<file path="src/design/assert_macros.svh">
// ---------------------------------------------------------------------------
// assertion macros
// clocked property checks shared by the design files
// ---------------------------------------------------------------------------
`ifndef ASSERT_MACROS_SVH
`define ASSERT_MACROS_SVH

// property holds at every clock edge outside reset
`define ASSERT_CLK(label, clk, rst_n, prop, msg) \
	label: assert property (@(posedge clk) disable iff (!rst_n) prop) else $error(msg);

// condition never true at a clock edge outside reset
`define ASSERT_NEVER(label, clk, rst_n, cond, msg) \
	label: assert property (@(posedge clk) disable iff (!rst_n) !(cond)) else $error(msg);

`endif

</file>
<file path="src/design/qoi_pkg.sv">
// ---------------------------------------------------------------------------
// qoi_pkg
// shared types, constants and helper functions of the orientation integrator
// ---------------------------------------------------------------------------
package qoi_pkg;

	localparam int FRAC_BITS_DEF = 14;
	localparam int DATA_W        = 16;
	localparam int MUL_W         = 32;
	localparam int PROD_W        = 2 * MUL_W;
	localparam int TAG_W         = 5;

	// multiplier result tags
	localparam logic [TAG_W-1:0] TAG_PROD = 5'd0;
	localparam logic [TAG_W-1:0] TAG_SQR  = 5'd16;
	localparam logic [TAG_W-1:0] TAG_MAT  = 5'd20;

	typedef enum logic [1:0] {
		OP_SQRT = 2'b01,
		OP_DIV  = 2'b10
	} sd_op_t;

	typedef struct packed {
		logic   start;
		sd_op_t op;
	} sd_req_t;

	typedef struct packed {
		logic busy;
		logic done;
	} sd_rsp_t;

	// sign of term j in product component i
	function automatic logic prod_neg(input logic [1:0] i, input logic [1:0] j);
		prod_neg = (i == 2'd0 && j != 2'd0) || (i == 2'd1 && j == 2'd3) ||
			(i == 2'd2 && j == 2'd1) || (i == 2'd3 && j == 2'd2);
	endfunction

	// operand pairs of the nine matrix products: xx yy zz xy xz yz wx wy wz
	function automatic logic [1:0] mat_a(input logic [3:0] k);
		case (k)
			4'd0: mat_a = 2'd1;
			4'd1: mat_a = 2'd2;
			4'd2: mat_a = 2'd3;
			4'd3: mat_a = 2'd1;
			4'd4: mat_a = 2'd1;
			4'd5: mat_a = 2'd2;
			default: mat_a = 2'd0;
		endcase
	endfunction

	function automatic logic [1:0] mat_b(input logic [3:0] k);
		case (k)
			4'd0: mat_b = 2'd1;
			4'd1: mat_b = 2'd2;
			4'd2: mat_b = 2'd3;
			4'd3: mat_b = 2'd2;
			4'd4: mat_b = 2'd3;
			4'd5: mat_b = 2'd3;
			4'd6: mat_b = 2'd1;
			4'd7: mat_b = 2'd2;
			default: mat_b = 2'd3;
		endcase
	endfunction

	// round to frac bits toward minus infinity after half add, then saturate
	function automatic logic signed [DATA_W-1:0] round_sat(input logic signed [63:0] v,
		input int frac);
		logic signed [63:0] t;
		t = (v + (64'sd1 <<< (frac - 1))) >>> frac;
		if (t > 64'sd32767)
			round_sat = 16'sh7fff;
		else if (t < -64'sd32768)
			round_sat = 16'sh8000;
		else
			round_sat = t[DATA_W-1:0];
	endfunction

endpackage

</file>
<file path="src/design/qoi_mul.sv">
// ---------------------------------------------------------------------------
// qoi_mul
// shared signed multiplier with registered product and result tag
// ---------------------------------------------------------------------------
module qoi_mul (
	input  logic                                 clk,
	input  logic                                 arst_n,
	input  logic                                 go,
	input  logic [qoi_pkg::TAG_W-1:0]            tag,
	input  logic signed [qoi_pkg::MUL_W-1:0]     a,
	input  logic signed [qoi_pkg::MUL_W-1:0]     b,
	output logic                                 vld_s1,
	output logic [qoi_pkg::TAG_W-1:0]            tag_s1,
	output logic signed [qoi_pkg::PROD_W-1:0]    prod_s1
);

	always_ff @(posedge clk or negedge arst_n) begin
		if (!arst_n) begin
			vld_s1 <= 1'b0;
		end else begin
			vld_s1 <= go;
		end
	end

	always_ff @(posedge clk) begin
		if (go) begin
			tag_s1  <= tag;
			prod_s1 <= a * b;
		end
	end

endmodule

</file>
<file path="config.mk">
export PLATFORM = sky130hd
export DESIGN_NAME = qoi_mul
export DESIGN_NICKNAME = d
export VERILOG_FILES = /design/src/design/assert_macros.svh /design/src/design/qoi_pkg.sv /design/src/design/qoi_mul.sv
export SDC_FILE = /design/constraint.sdc
export NUM_CORES = 2
export LEC_CHECK = 0
export BUFFER_PORTS_ARGS = -buffer_cell sky130_fd_sc_hd__buf_4
export CORE_MARGIN = 8
export CORE_UTILIZATION = 33
export CTS_BUF_LIST = sky130_fd_sc_hd__clkbuf_16
export DETAILED_ROUTE_END_ITERATION = 8
export HOLD_SLACK_MARGIN = 0.08
export PLACE_DENSITY = 0.48
export SLEW_MARGIN = 10
export SYNTH_ARGS = -nofsm -noshare
export SYNTH_HDL_FRONTEND = slang
export SYNTH_SLANG_ARGS = --single-unit
</file>
<file path="constraint.sdc">
create_clock -name clk -period 0.8 [get_ports clk]
set_clock_uncertainty 0.1 [all_clocks]
set_input_delay 0.12 -clock clk [delete_from_list [all_inputs] [get_ports clk]]
set_output_delay 0.12 -clock clk [all_outputs]
set_load 0.02 [all_outputs]
</file>
==> results.py <==
metrics = {
    "critical_path": {
        "critical_path_required_time_ps": 800,
        "path_max_fanout": 10,
        "maximum_single_stage_delay_on_the_critical_path_ps": 620,
        "cp-start-kind": "primary input",
        "arrival_ps": 6880,
        "critPathMostFrequentCell": "fa_1",
        "slowest_stage": "or4_4",
        "cell_by_cell_listing_of_the_critical_path": "buf_12, buf_12, and2_4, fa_1, inv_2, fa_1, buf_4, fa_1, clkinvlp_4, fa_1, fa_1, fa_1, inv_1, fa_1, inv_1, fa_1, ha_4, nand4_1, or4_4, o22ai_4, nor3_4, buf_4, xnor2_1",
        "top_family_by_delay_on_critical_path": "adder cells",
        "end_kind": "flip-flop",
        "type_of_the_worst_setup_path": "in -> reg",
        "critPathBufInv": 8,
    },
    "finish": {
        "layout-drive-gt1-share_pct": 26.8,
        "syn2layout_area_growth_pct": 30.2,
        "final_nets": 5818,
        "final_cells": 6011,
    },
    "route": {
        "number_of_vias_after_detailed_routing": 27700,
        "drc": 0,
        "route.antenna.remaining_nets": 0,
        "wire_length_per_cell_after_detailed_routing_um": 19.5,
        "detail_route.iter0.violations": 1205,
        "wirelength_um": 117000,
        "drt_first_pass_iters": 5,
        "route.detailed.vias_per_inst": 4.61,
    },
    "timing": {
        "period_share_pct": 861,
        "totalNegativeSetupSlack_ps": -345220,
        "maximum_clock_frequency_ghz": 0.145,
        "setup-violations-final": 133,
        "fin_ws_ps": -6090,
        "timing.final.crit_period_ps": 6890,
        "slew_violations": 0,
        "slew-limit-headroom_pct": 63.5,
        "timing_worst_slew_pin_value_ps": 544,
        "hold_violations": 0,
        "grt_setup_unrepaired": "yes",
    },
    "die": {
        "core_region_area_um2": 116000,
        "core.rowCount": 125,
        "dieWidth_um": 356,
        "die_h_um": 356,
        "fp.dieArea_um2": 127000,
        "start_util_pct": 33.1,
        "num_io_pins": 142,
    },
    "synth": {
        "postSynthNetCount": 5263,
        "synthArstFlopShare_pct": 1.43,
        "syn_area_per_cell_um2": 9.74,
        "synthDominantAreaCellType": "fa_1",
        "ys_warn_count": 0,
        "ys_seq_area_share_pct": 5.48,
        "synth-edff-count": 69,
        "synth_top_cells_by_count": "fa_1 (1,082), inv_1 (954), nand2_1 (520)",
        "synth.top_cell.area_share_pct": 56.7,
        "ys_dominant_reg_cell": "edfxtp_1",
        "most_frequently_used_cell_type_in_the_post_synthesis_netlist": "fa_1",
        "synth.cell_area_um2": 38200,
        "count_of_distinct_cell_types_in_the_synthesized_netlist": 64,
        "netlist_instances": 3925,
        "count_of_state_elements_after_synthesis": 70,
        "post_synth_main_area_contributors": "fa_1 (57%), inv_1 (9.4%), and2_1 (8.4%)",
    },
    "job": {
        "maximum_capacitance_violations": 0,
    },
    "placement": {
        "place.detailed.hpwl_um": 101000,
        "gp_congestion": 0.840,
        "place.port_buffers": 141,
        "placed_cells_incl_taps": 5870,
    },
    "clock_network": {
        "root_buffer": "clkbuf_16",
        "clockBufferDepth": 2,
        "cts.htree.levels": 3,
        "cts.sink_count": 70,
        "tritoncts_clock_tree": "yes",
        "numCtsBuffers": 9,
        "clk_pin_slew_worst_paths_ps": 70,
    },
    "global_route": {
        "grt_pass1_wl_um": 184000,
        "globalRouteTotalUtil_pct": 18.9,
        "initial_antenna_violation_count": 4,
        "maximum_number_of_pins_on_one_net_before_global_route_repair": 30,
        "first_global_vias": 31800,
        "grt.overflow.total": 0,
    },
    "min_path": {
        "worstHoldPathCells": 2,
        "hp-start": "go",
        "hold_end": "tag_s1[0]",
        "hold_class": "in -> reg",
    },
    "status": {
        "run_status": "finished with violations",
        "violations": "negative setup slack",
    },
}
-- registers in the layout, indices dropped and copies added, names as in the netlist --
name and cells:
vld_s1 1, tag_s1 5, prod_s1 64
-- cells in the final DEF (no fill, tap or decap), types with 11 or more instances in the layout --
master	n
a21o_1	28
a21oi_1	23
a21oi_2	28
a21oi_4	13
and2_1	471
and2_4	41
buf_12	52
buf_4	424
buf_6	209
buf_8	40
clkbuf_16	13
edfxtp_1	69
fa_1	996
fa_2	86
ha_1	124
ha_4	60
inv_1	897
inv_2	53
nand2_1	477
nand2_2	27
nand2_4	16
nand4_1	11
nor2_1	46
o21ai_1	15
o21ai_2	11
xnor2_1	33
xnor2_2	14
xor2_1	16
-- cells by family (layout without fill, tap and decap cells) --
| logic type | count (synthesis) | count (layout) | share of synthesized area [%] |
|---|---|---|---|
| compound gates | 201 | 201 | 3.54 |
| xor+xnor | 72 | 72 | 1.65 |
| fa+ha+maj | 1266 | 1266 | 62.7 |
| buf+inv | 1159 | 1719 | 11.4 |
| flops | 70 | 70 | 5.48 |
| mux | 3 | 3 | 0.0785 |
| other cells | 0 | 2 | 0 |
| simple gates | 1154 | 1154 | 15.2 |
-- repair_timing --
item                                    in CTS  in global routing
pin swaps                                  200                190
hold endpoints to repair                     6                  0
endpoints found under the setup margin     133                134
buffers inserted                            81                 35
cloned                                       9                  4
hold buffers                                 7                  0
resized for setup                          548                276
-- worst max path at each step --
| stage | start | to | slack [ps] | cells after the start |
|---|---|---|---|---|
| 2_1_floorplan | a[31] | prod_s1[60] | -6360 | 23 |
| 3_3_place_gp | b[2] | prod_s1[63] | -6770 | 24 |
| 3_5_place_dp | a[19] | prod_s1[58] | -6800 | 27 |
| 4_1_cts | b[6] | prod_s1[54] | -6090 | 26 |
| 5_1_grt | b[16] | prod_s1[56] | -6230 | 24 |
| 6_report | b[16] | prod_s1[54] | -6090 | 23 |
-- area by class of cell --
cell class	count	area, µm²
clock buffer	9	225
sequential	70	2100
tap	1524	1910
multi-input combinational	2696	34100
fill	11200	65800
antenna	2	5.00
inverter	954	3600
clock inverter	7	65.1
timing repair buffer	749	7750
-- per-stage QoR --
step | hold WS, ps | worst slack, ps | cell area (µm²) | util [%]
after floorplan | -276 | -6360 | 39400 | -
after global placement | -205 | -6770 | 44900 | 38.8
after detailed placement | -204 | -6800 | 44900 | 38.8
after CTS | 98.9 | -6090 | 48400 | 41.9
after global routing | 108 | -6230 | 49800 | 43.1
final | 120 | -6090 | 49800 | 43.1
-- layer usage --
layer	routed length, µm	GRT usage (%)
met2	61100	34.8
met5	0	0
met1	47600	23.2
met3	3430	1.54
met4	4860	6.20
Power is not shown: default switching activity piles up to over one toggle a cycle in this logic, so the estimate is an artifact.
